File: src/hw/rtl/etp_pkg.sv
// shared constants, request and result types and helpers for the exclusive time profiler
package etp_pkg;

    localparam int NUM_FUNCS   = 16;
    localparam int STACK_DEPTH = 16;

    localparam int REQ_W  = 2;
    localparam int FID_W  = 4;
    localparam int TIME_W = 32;
    localparam int MARK_W = TIME_W + 1;

    localparam int IDX_W    = (NUM_FUNCS > 1) ? $clog2(NUM_FUNCS) : 1;
    localparam int SADDR_W  = (STACK_DEPTH > 1) ? $clog2(STACK_DEPTH) : 1;
    localparam int SCNT_W   = $clog2(STACK_DEPTH + 1);
    localparam int ID_EXT_W = ((IDX_W > FID_W) ? IDX_W : FID_W) + 1;

    localparam logic [REQ_W-1:0] REQ_START  = 2'd0;
    localparam logic [REQ_W-1:0] REQ_END    = 2'd1;
    localparam logic [REQ_W-1:0] REQ_FINISH = 2'd2;

    localparam logic [TIME_W-1:0] TOTAL_MAX = {TIME_W{1'b1}};

    typedef struct packed {
        logic [REQ_W-1:0]  req_type;
        logic [FID_W-1:0]  func_id;
        logic [TIME_W-1:0] timestamp;
    } req_t;

    typedef struct packed {
        logic [FID_W-1:0]  func_id_out;
        logic [TIME_W-1:0] total_time;
        logic              last;
        logic              error;
    } rsp_t;

    typedef struct packed {
        logic             push;
        logic             pop;
        logic             read_top;
        logic             clear;
        logic [FID_W-1:0] push_id;
    } stk_cmd_t;

    typedef struct packed {
        logic [SCNT_W-1:0] count;
        logic [FID_W-1:0]  top_id;
    } stk_sts_t;

    typedef struct packed {
        logic              rd_en;
        logic [IDX_W-1:0]  rd_idx;
        logic              wr_en;
        logic [IDX_W-1:0]  wr_idx;
        logic [TIME_W-1:0] wdata;
        logic              clear;
    } tot_cmd_t;

    function automatic logic id_valid(input logic [FID_W-1:0] id);
        return ID_EXT_W'(id) < ID_EXT_W'(NUM_FUNCS);
    endfunction

    function automatic logic [IDX_W-1:0] id_index(input logic [FID_W-1:0] id);
        logic [ID_EXT_W-1:0] ext;
        ext = ID_EXT_W'(id);
        return ext[IDX_W-1:0];
    endfunction

endpackage

File: src/hw/rtl/etp_stack.sv
// call stack of function ids in a synchronous memory with its fill count
module etp_stack
    import etp_pkg::*;
(
    input  logic     clk,
    input  logic     rst_n,
    input  stk_cmd_t cmd,
    output stk_sts_t sts
);

    logic [FID_W-1:0]   mem [STACK_DEPTH];
    logic [SCNT_W-1:0]  count_reg;
    logic [SCNT_W-1:0]  count_next;
    logic [FID_W-1:0]   top_reg;
    logic [SCNT_W-1:0]  top_cnt;
    logic [SADDR_W-1:0] top_addr;
    logic [SADDR_W-1:0] push_addr;

    assign top_cnt   = count_reg - SCNT_W'(1);
    assign top_addr  = top_cnt[SADDR_W-1:0];
    assign push_addr = count_reg[SADDR_W-1:0];

    always_comb
    begin
        count_next = count_reg;
        if (cmd.clear)
        begin
            count_next = '0;
        end
        else if (cmd.push)
        begin
            count_next = count_reg + SCNT_W'(1);
        end
        else if (cmd.pop)
        begin
            count_next = count_reg - SCNT_W'(1);
        end
    end

    always_ff @(posedge clk or negedge rst_n)
    begin
        if (!rst_n)
        begin
            count_reg <= '0;
        end
        else
        begin
            count_reg <= count_next;
        end
    end

    always_ff @(posedge clk)
    begin
        if (cmd.push)
        begin
            mem[push_addr] <= cmd.push_id;
        end
        if (cmd.read_top)
        begin
            top_reg <= mem[top_addr];
        end
    end

    assign sts.count  = count_reg;
    assign sts.top_id = top_reg;

endmodule

File: src/hw/rtl/etp_totals.sv
// exclusive time table in a synchronous memory, entries read as zero until written
module etp_totals
    import etp_pkg::*;
(
    input  logic              clk,
    input  logic              rst_n,
    input  tot_cmd_t          cmd,
    output logic [TIME_W-1:0] rdata
);

    logic [TIME_W-1:0]    mem [NUM_FUNCS];
    logic [NUM_FUNCS-1:0] valid_reg;
    logic [TIME_W-1:0]    rdata_reg;
    logic                 rvalid_reg;

    always_ff @(posedge clk or negedge rst_n)
    begin
        if (!rst_n)
        begin
            valid_reg  <= '0;
            rvalid_reg <= 1'b0;
        end
        else
        begin
            if (cmd.clear)
            begin
                valid_reg <= '0;
            end
            else if (cmd.wr_en)
            begin
                valid_reg[cmd.wr_idx] <= 1'b1;
            end
            if (cmd.rd_en)
            begin
                rvalid_reg <= valid_reg[cmd.rd_idx];
            end
        end
    end

    always_ff @(posedge clk)
    begin
        if (cmd.wr_en)
        begin
            mem[cmd.wr_idx] <= cmd.wdata;
        end
        if (cmd.rd_en)
        begin
            rdata_reg <= mem[cmd.rd_idx];
        end
    end

    assign rdata = rvalid_reg ? rdata_reg : '0;

endmodule

File: src/hw/rtl/exclusive_time_profiler_top.sv
// exclusive time profiler: request sequencer, mark time and result register
// a start on an empty stack is pushed in the accept cycle; other starts and ends step through
// accept, stack top read, total read, then write back, the steps set by the memory read ports
// an error waits in S_ERR for a free result slot, its result registered as it leaves
// a finish then reads and sends one function total at a time, NUM_FUNCS results in all
// reset is asynchronous: stack, mark time and totals are empty at once, no clearing pass
module exclusive_time_profiler_top
    import etp_pkg::*;
(
    input  logic clk,
    input  logic rst_n,
    input  logic in_valid,
    output logic in_ready,
    input  req_t in_data,
    output logic out_valid,
    input  logic out_ready,
    output rsp_t out_data
);

    typedef enum logic [5:0] {
        S_IDLE    = 6'b000001,
        S_READ    = 6'b000010,
        S_TOT     = 6'b000100,
        S_ERR     = 6'b001000,
        S_FIN_RD  = 6'b010000,
        S_FIN_OUT = 6'b100000
    } state_t;

    state_t            state_reg, state_next;
    req_t              req_reg, req_next;
    logic [MARK_W-1:0] mark_reg, mark_next;
    logic [IDX_W-1:0]  fin_cnt_reg, fin_cnt_next;
    logic              out_valid_reg, out_valid_next;
    rsp_t              out_data_reg, out_data_next;

    stk_cmd_t          stk_cmd;
    stk_sts_t          stk_sts;
    tot_cmd_t          tot_cmd;
    logic [TIME_W-1:0] tot_rdata;

    logic              slot_free;
    logic              stk_empty;
    logic              stk_full;
    logic              commit;
    logic [MARK_W-1:0] t_eff;
    logic [MARK_W-1:0] elapsed;
    logic [MARK_W:0]   sum;
    logic [TIME_W-1:0] sum_sat;
    logic              fin_last;
    logic [ID_EXT_W-1:0] fin_id_ext;

    etp_stack u_stack
    (
        .clk   (clk),
        .rst_n (rst_n),
        .cmd   (stk_cmd),
        .sts   (stk_sts)
    );

    etp_totals u_totals
    (
        .clk   (clk),
        .rst_n (rst_n),
        .cmd   (tot_cmd),
        .rdata (tot_rdata)
    );

    assign slot_free  = !out_valid_reg || out_ready;
    assign stk_empty  = (stk_sts.count == '0);
    assign stk_full   = (stk_sts.count == SCNT_W'(STACK_DEPTH));
    assign fin_last   = (fin_cnt_reg == IDX_W'(NUM_FUNCS - 1));
    assign fin_id_ext = ID_EXT_W'(fin_cnt_reg);

    // start charges up to the timestamp, end up to the tick after it
    assign t_eff   = (req_reg.req_type == REQ_START) ? {1'b0, req_reg.timestamp}
                   : ({1'b0, req_reg.timestamp} + MARK_W'(1));
    assign elapsed = (t_eff >= mark_reg) ? (t_eff - mark_reg) : '0;
    assign sum     = {2'b00, tot_rdata} + {1'b0, elapsed};
    assign sum_sat = (sum[MARK_W:TIME_W] != '0) ? TOTAL_MAX : sum[TIME_W-1:0];

    always_comb
    begin
        state_next     = state_reg;
        req_next       = req_reg;
        mark_next      = mark_reg;
        fin_cnt_next   = fin_cnt_reg;
        out_valid_next = out_valid_reg && !out_ready;
        out_data_next  = out_data_reg;
        stk_cmd        = '0;
        tot_cmd        = '0;
        commit         = 1'b0;

        case (state_reg)
            S_IDLE:
            begin
                if (in_valid)
                begin
                    req_next = in_data;
                    case (in_data.req_type)
                        REQ_START:
                        begin
                            if (stk_full)
                            begin
                                state_next = S_ERR;
                            end
                            else if (stk_empty)
                            begin
                                stk_cmd.push    = 1'b1;
                                stk_cmd.push_id = in_data.func_id;
                                mark_next       = {1'b0, in_data.timestamp};
                            end
                            else
                            begin
                                stk_cmd.read_top = 1'b1;
                                state_next       = S_READ;
                            end
                        end
                        REQ_END:
                        begin
                            if (stk_empty)
                            begin
                                state_next = S_ERR;
                            end
                            else
                            begin
                                stk_cmd.read_top = 1'b1;
                                state_next       = S_READ;
                            end
                        end
                        REQ_FINISH:
                        begin
                            state_next = S_FIN_RD;
                        end
                        default:
                        begin
                            state_next = S_IDLE;
                        end
                    endcase
                end
            end
            S_READ:
            begin
                if (id_valid(stk_sts.top_id))
                begin
                    tot_cmd.rd_en  = 1'b1;
                    tot_cmd.rd_idx = id_index(stk_sts.top_id);
                    state_next     = S_TOT;
                end
                else
                begin
                    // time charged to an id outside the table is dropped
                    commit     = 1'b1;
                    state_next = S_IDLE;
                end
            end
            S_TOT:
            begin
                tot_cmd.wr_en  = 1'b1;
                tot_cmd.wr_idx = id_index(stk_sts.top_id);
                tot_cmd.wdata  = sum_sat;
                commit         = 1'b1;
                state_next     = S_IDLE;
            end
            S_ERR:
            begin
                if (slot_free)
                begin
                    out_valid_next            = 1'b1;
                    out_data_next.func_id_out = (req_reg.req_type == REQ_START)
                                              ? req_reg.func_id : '0;
                    out_data_next.total_time  = '0;
                    out_data_next.last        = 1'b0;
                    out_data_next.error       = 1'b1;
                    state_next                = S_IDLE;
                end
            end
            S_FIN_RD:
            begin
                tot_cmd.rd_en  = 1'b1;
                tot_cmd.rd_idx = fin_cnt_reg;
                state_next     = S_FIN_OUT;
            end
            S_FIN_OUT:
            begin
                if (slot_free)
                begin
                    out_valid_next            = 1'b1;
                    out_data_next.func_id_out = fin_id_ext[FID_W-1:0];
                    out_data_next.total_time  = tot_rdata;
                    out_data_next.last        = fin_last;
                    out_data_next.error       = 1'b0;
                    if (fin_last)
                    begin
                        tot_cmd.clear = 1'b1;
                        stk_cmd.clear = 1'b1;
                        mark_next     = '0;
                        fin_cnt_next  = '0;
                        state_next    = S_IDLE;
                    end
                    else
                    begin
                        fin_cnt_next = fin_cnt_reg + IDX_W'(1);
                        state_next   = S_FIN_RD;
                    end
                end
            end
            default:
            begin
                state_next = S_IDLE;
            end
        endcase

        if (commit)
        begin
            mark_next = t_eff;
            if (req_reg.req_type == REQ_START)
            begin
                stk_cmd.push    = 1'b1;
                stk_cmd.push_id = req_reg.func_id;
            end
            else
            begin
                stk_cmd.pop = 1'b1;
            end
        end
    end

    always_ff @(posedge clk or negedge rst_n)
    begin
        if (!rst_n)
        begin
            state_reg     <= S_IDLE;
            mark_reg      <= '0;
            fin_cnt_reg   <= '0;
            out_valid_reg <= 1'b0;
        end
        else
        begin
            state_reg     <= state_next;
            mark_reg      <= mark_next;
            fin_cnt_reg   <= fin_cnt_next;
            out_valid_reg <= out_valid_next;
        end
    end

    always_ff @(posedge clk)
    begin
        req_reg      <= req_next;
        out_data_reg <= out_data_next;
    end

    assign in_ready  = (state_reg == S_IDLE);
    assign out_valid = out_valid_reg;
    assign out_data  = out_data_reg;

endmodule

File: config.mk
export PLATFORM = sky130hd
export DESIGN_NAME = exclusive_time_profiler_top
export DESIGN_NICKNAME = d
export VERILOG_FILES = /design/src/hw/rtl/etp_pkg.sv /design/src/hw/rtl/etp_stack.sv /design/src/hw/rtl/etp_totals.sv /design/src/hw/rtl/exclusive_time_profiler_top.sv
export SDC_FILE = /design/constraint.sdc
export NUM_CORES = 1
export LEC_CHECK = 0
export BUFFER_PORTS_ARGS = -buffer_cell sky130_fd_sc_hd__buf_2
export CAP_MARGIN = 20
export CORE_MARGIN = 8
export CORE_UTILIZATION = 35
export CTS_BUF_LIST = sky130_fd_sc_hd__clkbuf_8
export DETAILED_ROUTE_END_ITERATION = 7
export HOLD_SLACK_MARGIN = 0.08
export MAX_ROUTING_LAYER = met4
export PLACE_DENSITY = 0.62
export SLEW_MARGIN = 20
export SYNTH_ARGS = -nofsm -noshare
export SYNTH_HDL_FRONTEND = slang
export SYNTH_SLANG_ARGS = --single-unit
File: constraint.sdc
create_clock -name clk -period 6.9 [get_ports clk]
set_clock_uncertainty 0.2 [all_clocks]
set_input_delay 0.345 -clock clk [delete_from_list [all_inputs] [get_ports clk]]
set_output_delay 0.345 -clock clk [all_outputs]
set_load 0.05 [all_outputs]
==> metrics.log, run 1 <==
[metrics] CP Capture Type: flop
[metrics] minimum setup slack among reg-to-reg paths: 0.25 ns
[metrics] pin count of the biggest net entering global routing: 197
[metrics] TritonCTS Sinks: 754
[metrics] grt ovf: 0
[metrics] pwr/cell area: 355 nW/um^2
[metrics] Inserted Clock Buffers: 113
[metrics] critical-path cell with the highest stage delay: or4_1
[metrics] Max Buffers Root-to-Sink: 3
[metrics] final standard cell area without fillers: 40000 um^2
[metrics] dpl hpwl: 51900 um
[metrics] post-synth net total: 2768
[metrics] Crit path required time: 7.30 ns
[metrics] maximum fanout encountered on the critical timing path: 16
[metrics] cell area after technology mapping: 34100 um^2
[metrics] fraction of final layout cells with drive strength greater than 1: 0.170
[metrics] Net count, final: 3040
[metrics] WL/cell: 21.3 um
[metrics] delay of the slowest cell on the worst path: 0.54 ns
[metrics] final hold violations: 0
[metrics] post-route setup TNS: 0 ns
[metrics] area of the die: 108000 um^2
[metrics] Layout area overhead: 17.4%
[metrics] number of top-level pins: 82
[metrics] TritonCTS clock tree: built
[metrics] number of buffers added on ports: 81
[metrics] fill cell total of the finished layout: 8818
[metrics] Routability Congestion: 0.886
[metrics] number of global-route vias before repair: 22200
[metrics] sequential fraction of the synthesis area: 0.654
[metrics] drt drc: 0
[metrics] Worst IR Drop VDD: 196 uV
[metrics] biggest registers after layout: u_totals.mem (512), u_stack.mem (64)
[metrics] final standard cell utilization of the core: 0.414
[metrics] total power: 14.2 mW
[metrics] Post-Synthesis Cells: 2652
[metrics] number of endpoints failing setup at the final stage: 0
[metrics] arrival time of data at the critical path endpoint: 7.04 ns
[metrics] y dimension of the die: 328 um
[metrics] antenna violations before repair: 2
[metrics] Skew-Pair Late Insertion Delay: 0.79 ns
[metrics] clock input transition at the sequential cells of the worst setup and hold paths: 0.06 ns
[metrics] max capacitance violation total: 0
[metrics] max-slew headroom at the worst pin: 0.304
[metrics] Synth Warn #: 0
[metrics] Placement Cell Area: 36900 um^2
[metrics] transition time of the tightest slew-check pin: 1.04 ns
[metrics] proportion of synthesized flip-flops having asynchronous set or reset: 0.0875
[metrics] final number of max-transition violations: 0
[metrics] initial standard-cell utilization of the core: 0.353
[metrics] global-route wire length before repair: 136000 um
[metrics] #FFs+latches synth: 754
[metrics] minimum clock period: 6.65 ns
[metrics] Detailed Routing Iterations Pass 1: 5
[metrics] path class of the lowest-slack min-delay path: in -> reg
[metrics] register with the highest flop count: u_totals.mem
[metrics] number of H-tree branching levels: 3
[metrics] Setup Crit Path Kind: reg -> reg
[metrics] most common flop cell mapped by yosys: edfxtp_1
[metrics] DRT Wirelength: 91700 um
[metrics] Std-Cell Rows: 114
[metrics] total via count in the routed design: 22900
[metrics] part of the cycle the worst path needs: 0.963
[metrics] Yosys cell types: 76
[metrics] Total GRT Usage: 0.169
[metrics] root cell of the clock tree: clkbuf_8
[metrics] Die Wd: 328 um
[metrics] leakage power figure: 15.0 nW
[metrics] Std-Cell Core Area: 96600 um^2
[metrics] Iter 0 DRT Violations: 2030
[metrics] routed vias/inst: 5.33
[metrics] outcome: complete, no violations
[metrics] remaining antenna violation count: 0
[metrics] startpoint types: flop
[metrics] average size of a mapped cell: 12.9 um^2
[metrics] Peak Freq: 150 MHz
[metrics] count of flip-flops with a built-in enable after synthesis: 688
[metrics] flip-flop count of the largest register, all copies and words added: 512
[final timing paths]
check	startpoint	end	depth (start not counted)
max	req_reg[0]	u_totals.mem[0][8]	31
min reg2reg	mark_reg[27]	mark_reg[27]	2
max reg2reg	req_reg[0]	u_totals.mem[0][8]	31
min in group asynchronous	rst_n	mark_reg[4]	3
min	in_data[7]	req_reg[7]	2
max in group asynchronous	rst_n	mark_reg[6]	4
[power by group]
part	switching [mW]	internal (mW)	total [mW]
registers	0.195	5.34	5.54
logic	3.09	1.99	5.07
clock network	1.77	1.82	3.59
total	5.05	9.15	14.2
[metrics by stage]
stage	hold slack [ns]	worst slack [ns]	std cells
finish	0.139	0.253	4297
global route	0.105	-0.0221	4297
CTS	0.0836	0.0286	4283
detailed placement	0.281	-0.171	4014
global placement	0.273	-0.0611	4014
floorplan	-0.151	0.181	2652
[Yosys cell counts, types with 8 or more instances]
cell      count  area, um^2
a31oi_1      75         469
mux4_2       20         450
clkbuf_1    112         420
a21o_1       22         165
xnor2_1      60         526
buf_4         9        67.6
ha_1         72         901
o21a_1       17         128
nor2_1      132         495
dfrtp_1      65        1630
and2_1      219        1370
nor3_1       20         100
a21oi_1     170         851
nand2_1     339        1270
a211oi_1    174        1310
and3_1       14        87.6
nor2b_1       9        56.3
nand2b_1      9        56.3
xor2_1       34         298
o21ai_0      38         190
inv_1        54         203
nand3_1      26         130
nand4_1      19         119
a311oi_1     69         604
o21bai_1      8        60.1
edfxtp_1    688       20700
a221oi_1     31         272
buf_2        28         140
[metal layers]
| layer | global-route usage | vias to the layer above | wire [um] |
|---|---|---|---|
| met5 | - | - | 0 |
| met4 | 0.0427 | 0 | 1860 |
| met3 | 0.0272 | 128 | 5860 |
| met2 | 0.271 | 758 | 43600 |
| met1 | 0.223 | 11400 | 40400 |
| li1 | - | 10600 | - |
[cell families after synthesis]
| kind of cell | Yosys count | share of synthesized area |
|---|---|---|
| compound gates | 669 | 0.136 |
| xor+xnor | 94 | 0.0241 |
| fa+ha+maj | 74 | 0.0276 |
| buf+inv | 211 | 0.0264 |
| flops | 754 | 0.654 |
| mux | 23 | 0.0141 |
| simple gates | 827 | 0.118 |
[cell usage in the layout, fill, tap and decap left out, drive strengths merged, types with 60 or more instances in the layout]
cell    Yosys  final
edfxtp    688    688
nand2     340    340
buf        44    255
and2      219    219
a211oi    177    177
a21oi     170    170
nor2      133    133
clkbuf    113    120
inv        54    100
a31oi      75     75
ha         72     72
a311oi     69     69
dfrtp      65     65
xnor2      60     60
[worst max-delay path, delay by kind of cell, from the launching register on]
kind                     cells  cell delay [ns]
buffers and inverters        6             1.04
AO/OA/AOI/OAI                8             1.19
flip-flops                   1             0.40
adder cells (fa/ha/maj)      2             0.59
XOR/XNOR                     1             0.22
AND/OR/NAND/NOR             14             2.82
[area by class of cell]
class	count	area (um^2)	area share
diodes	1	2.50	0.0000625
clock buffers	117	1610	0.0402
clock inverters	94	608	0.0152
inverters	54	203	0.00507
multi-input cells	1687	11300	0.281
flip-flops and latches	754	22300	0.558
well taps	1276	1600	0.0399
repair buffers	314	2430	0.0607
[timing repair]
| action | 4_1_cts | 5_1_grt |
|---|---|---|
| setup buffers | 1 | 1 |
| endpoints found under the setup margin | 512 | 512 |
| resized for setup | 7 | 80 |
| hold buffers | 57 | 0 |
| hold endpoints to repair | 149 | 0 |
| pin swaps | 1 | 6 |
| cloned | 0 | 12 |
Power figures use the tool's default switching activity.
==> run 2: changes to the inputs <==
--- a/config.mk
+++ b/config.mk
@@ -5,6 +5,7 @@
 export SDC_FILE = /design/constraint.sdc
 export NUM_CORES = 1
 export LEC_CHECK = 0
+export ABC_AREA = 1
 export BUFFER_PORTS_ARGS = -buffer_cell sky130_fd_sc_hd__buf_2
 export CAP_MARGIN = 20
 export CORE_MARGIN = 8
@@ -12,9 +13,9 @@
 export CTS_BUF_LIST = sky130_fd_sc_hd__clkbuf_8
 export DETAILED_ROUTE_END_ITERATION = 7
 export HOLD_SLACK_MARGIN = 0.08
-export MAX_ROUTING_LAYER = met4
 export PLACE_DENSITY = 0.62
 export SLEW_MARGIN = 20
 export SYNTH_ARGS = -nofsm -noshare
 export SYNTH_HDL_FRONTEND = slang
+export SYNTH_HIERARCHICAL = 1
 export SYNTH_SLANG_ARGS = --single-unit
==> run 2 against run 1 <==
- hold slack lost 0.023 ns
- highest routed layer unchanged
- maximum frequency grew 4.5%
- sequential power is essentially flat
- global-route usage grew 0.78 points
==> metrics.log, run 2 <==
[metrics] outcome: complete, no violations
[metrics] total via count in the routed design: 25800
[metrics] sequential fraction of the synthesis area: 0.626
[metrics] launching element of the worst setup path: req_reg[0]
[metrics] area of the die: 112000 um^2
[metrics] Crit path required time: 7.19 ns
[metrics] startpoint types: flop
[metrics] number of buffers added on ports: 81
[metrics] flip-flop count of the largest register, all copies and words added: 512
[metrics] unrepaired setup endpoints after global routing: no
[metrics] most common flop cell mapped by yosys: edfxtp_1
[metrics] maximum fanout encountered on the critical timing path: 17
[metrics] Worst IR Drop VDD: 231 uV
[metrics] global-route wire length before repair: 153000 um
[metrics] max-slew headroom at the worst pin: 0.222
[metrics] capturing point of the worst reg2reg path: u_totals/mem[13][18]
[metrics] TritonCTS Sinks: 754
[metrics] transition time of the tightest slew-check pin: 1.17 ns
[metrics] routed vias/inst: 5.08
[metrics] Iter 0 DRT Violations: 2630
[metrics] biggest registers after layout: u_totals/mem (512), u_stack/mem (64)
[metrics] clock share of power: 0.239
[metrics] proportion of synthesized flip-flops having asynchronous set or reset: 0.0875
[metrics] pwr/cell area: 372 nW/um^2
[metrics] power dissipated by switching net loads: 6.17 mW
[metrics] final number of max-transition violations: 0
[metrics] cell area after technology mapping: 35700 um^2
[metrics] antenna violations before repair: 1
[metrics] initial standard-cell utilization of the core: 0.352
[metrics] minimum setup slack among reg-to-reg paths: 0.54 ns
[metrics] Yosys cell types: 58
[metrics] number of H-tree branching levels: 3
[metrics] part of the total power dissipated in sequential elements: 0.366
[metrics] dpl hpwl: 61500 um
[metrics] end point of the critical path: u_totals/mem[13][18]
[metrics] fill cell total of the finished layout: 9755
[metrics] CP Capture Type: flop
[metrics] Logic pwr share: 0.395
[metrics] minimum clock period: 6.36 ns
[metrics] Std-Cell Core Area: 101000 um^2
[metrics] number of global-route vias before repair: 25000
[metrics] largest cells by area after synthesis: edfxtp_1, nor2_1, nand2_1
[metrics] leakage power figure: 15.8 nW
[metrics] remaining antenna violation count: 0
[metrics] count of flip-flops with a built-in enable after synthesis: 688
[metrics] grt ovf: 0
[metrics] Post-Synthesis Cells: 3456
[metrics] depth of the worst register-to-register path: 28
[metrics] number of endpoints failing setup at the final stage: 0
[metrics] WL/cell: 20.0 um
[metrics] most common cell after layout, fill and taps aside: edfxtp_1
[metrics] pin count of the biggest net entering global routing: 207
[metrics] area share of the largest cell type after synthesis: 0.579
[metrics] root cell of the clock tree: clkbuf_8
[metrics] post-route setup TNS: 0 ns
[metrics] part of the cycle the worst path needs: 0.922
[metrics] Synth Warn #: 6
[metrics] TritonCTS clock tree: built
[metrics] number of top-level pins: 82
[metrics] Inserted Clock Buffers: 115
[metrics] Skew-Pair Late Insertion Delay: 0.77 ns
[metrics] internal power: 8.96 mW
[metrics] most frequent cells in the layout: edfxtp_1, nor2_1, nand2_1
[metrics] path class of the lowest-slack min-delay path: in -> reg
[metrics] cell type with the largest total area after synthesis: edfxtp_1
[metrics] drt drc: 0
[metrics] proportion of total power due to net switching: 0.408
[metrics] most instantiated cells after synthesis: edfxtp_1, nor2_1, nand2_1, inv_1, nand3_1
[metrics] Placement Cell Area: 37600 um^2
[metrics] #FFs+latches synth: 754
[metrics] Layout area overhead: 14.0%
[metrics] critical-path cell with the highest stage delay: edfxtp_1
[metrics] delay of the slowest cell on the worst path: 0.40 ns
[metrics] arrival time of data at the critical path endpoint: 6.66 ns
[metrics] average size of a mapped cell: 10.3 um^2
[metrics] DRT Wirelength: 101000 um
[metrics] Peak Freq: 157 MHz
[metrics] Worst R2R Start: req_reg[0]
[metrics] Max Buffers Root-to-Sink: 3
[metrics] Setup Crit Path Kind: reg -> reg
[metrics] final standard cell area without fillers: 40700 um^2
[metrics] post-synth net total: 3571
[metrics] Net count, final: 3716
[metrics] Die Wd: 335 um
[metrics] Routability Congestion: 0.979
[metrics] y dimension of the die: 335 um
[metrics] Std-Cell Rows: 117
[metrics] max capacitance violation total: 0
[metrics] Total GRT Usage: 0.176
[metrics] register with the highest flop count: u_totals/mem
[metrics] Detailed Routing Iterations Pass 1: 7
[metrics] clock input transition at the sequential cells of the worst setup and hold paths: 0.06 ns
[metrics] fraction of final layout cells with drive strength greater than 1: 0.102
[metrics] final hold violations: 0
[metrics] most frequent cell after synthesis: edfxtp_1
## run 2: cell count changes in the layout (fill, tap and decap cells not counted), sizes merged, moves of 31 or more
| cell | delta |
|---|---|
| o21ai | +257 |
| a211oi | -172 |
| buf | -126 |
| a21oi | -51 |
| nor2 | +521 |
| nand3 | +167 |
| nand2 | +187 |
| a311oi | -69 |
| o211ai | +129 |
| inv | +261 |
| a221oi | -31 |
| a31oi | -69 |
| and2 | -216 |
## run 2: metrics by stage
stage	hold slack [ns]	cells	util	total power [mW]	setup slack, ns
after floorplan	-0.151	3456	-	9.53	1.58
after global placement	0.275	4798	0.371	11.3	0.461
after detailed placement	0.277	4799	0.371	11.3	0.363
after CTS	0.0805	5067	0.398	15.0	0.302
after global routing	0.119	5069	0.401	16.0	0.00242
final	0.117	5069	0.401	15.1	0.536
## run 2: power by group through the flow
stage	Sequential (mW)	Combinational (mW)	Clock, mW
final	5.53	5.97	3.62
after global routing	5.56	6.53	3.88
after CTS	5.52	5.74	3.70
after detailed placement	5.61	5.68	0
after global placement	5.61	5.70	0
after floorplan	5.60	3.93	0
## run 2: timing repair
item / 4_1_cts / 5_1_grt
resized for setup: 0 / 31
buffers inserted: 0 / 1
hold endpoints to repair: 181 / 0
endpoints found under the setup margin: 0 / 478
hold buffers: 52 / 0
## run 2: cells by family (layout without fill, tap and decap cells)
kind of cell / Yosys count / count (layout) / synth area share
compound gates: 622 / 622 / 0.106
flops: 754 / 754 / 0.626
xor+xnor: 79 / 79 / 0.0201
other cells: 0 / 1 / 0
fa+ha+maj: 73 / 73 / 0.0260
simple gates: 1454 / 1454 / 0.167
buf+inv: 474 / 718 / 0.0550
## run 2: routing by layer
layer  vias to the layer above  track usage  share of wire
met4                         0       0.0669          0.034
met3                       182       0.0255          0.066
li1                      12200            -              -
met5                         -            0              0
met2                       928        0.294           0.47
met1                     12400        0.233           0.43
## run 2: final cells by class
type / instances / area [um^2] / area share
inverter: 321 / 1210 / 0.0298
tap: 1368 / 1710 / 0.0421
antenna: 1 / 2.50 / 0.0000616
sequential: 754 / 22300 / 0.549
clock inverter: 95 / 582 / 0.0143
clock buffer: 121 / 1670 / 0.0410
multi-input combinational: 2228 / 11800 / 0.291
timing repair buffer: 181 / 1340 / 0.0331
## run 2: worst min path at each step
stage / cells after the start / slack [ns] / start / to
finish: 2 / 0.12 / in_data[9] / req_reg[9]
global route: 2 / 0.12 / in_data[9] / req_reg[9]
CTS: 2 / 0.08 / in_data[26] / req_reg[26]
detailed placement: 2 / 0.28 / mark_reg[29] / mark_reg[29]
global placement: 2 / 0.27 / mark_reg[8] / mark_reg[8]
floorplan: 0 / -0.15 / rst_n / fin_cnt_reg[0]
## run 2: worst max-delay path, delay by kind of cell, from the launching register on
kind	cells	cell delay, ns
and+or+nand+nor	15	2.49
buffers and inverters	3	0.83
DFF	1	0.40
adders and majority gates	3	0.93
AOI/OAI and AO/OA	6	0.93
xor gates and xnor gates	1	0.27
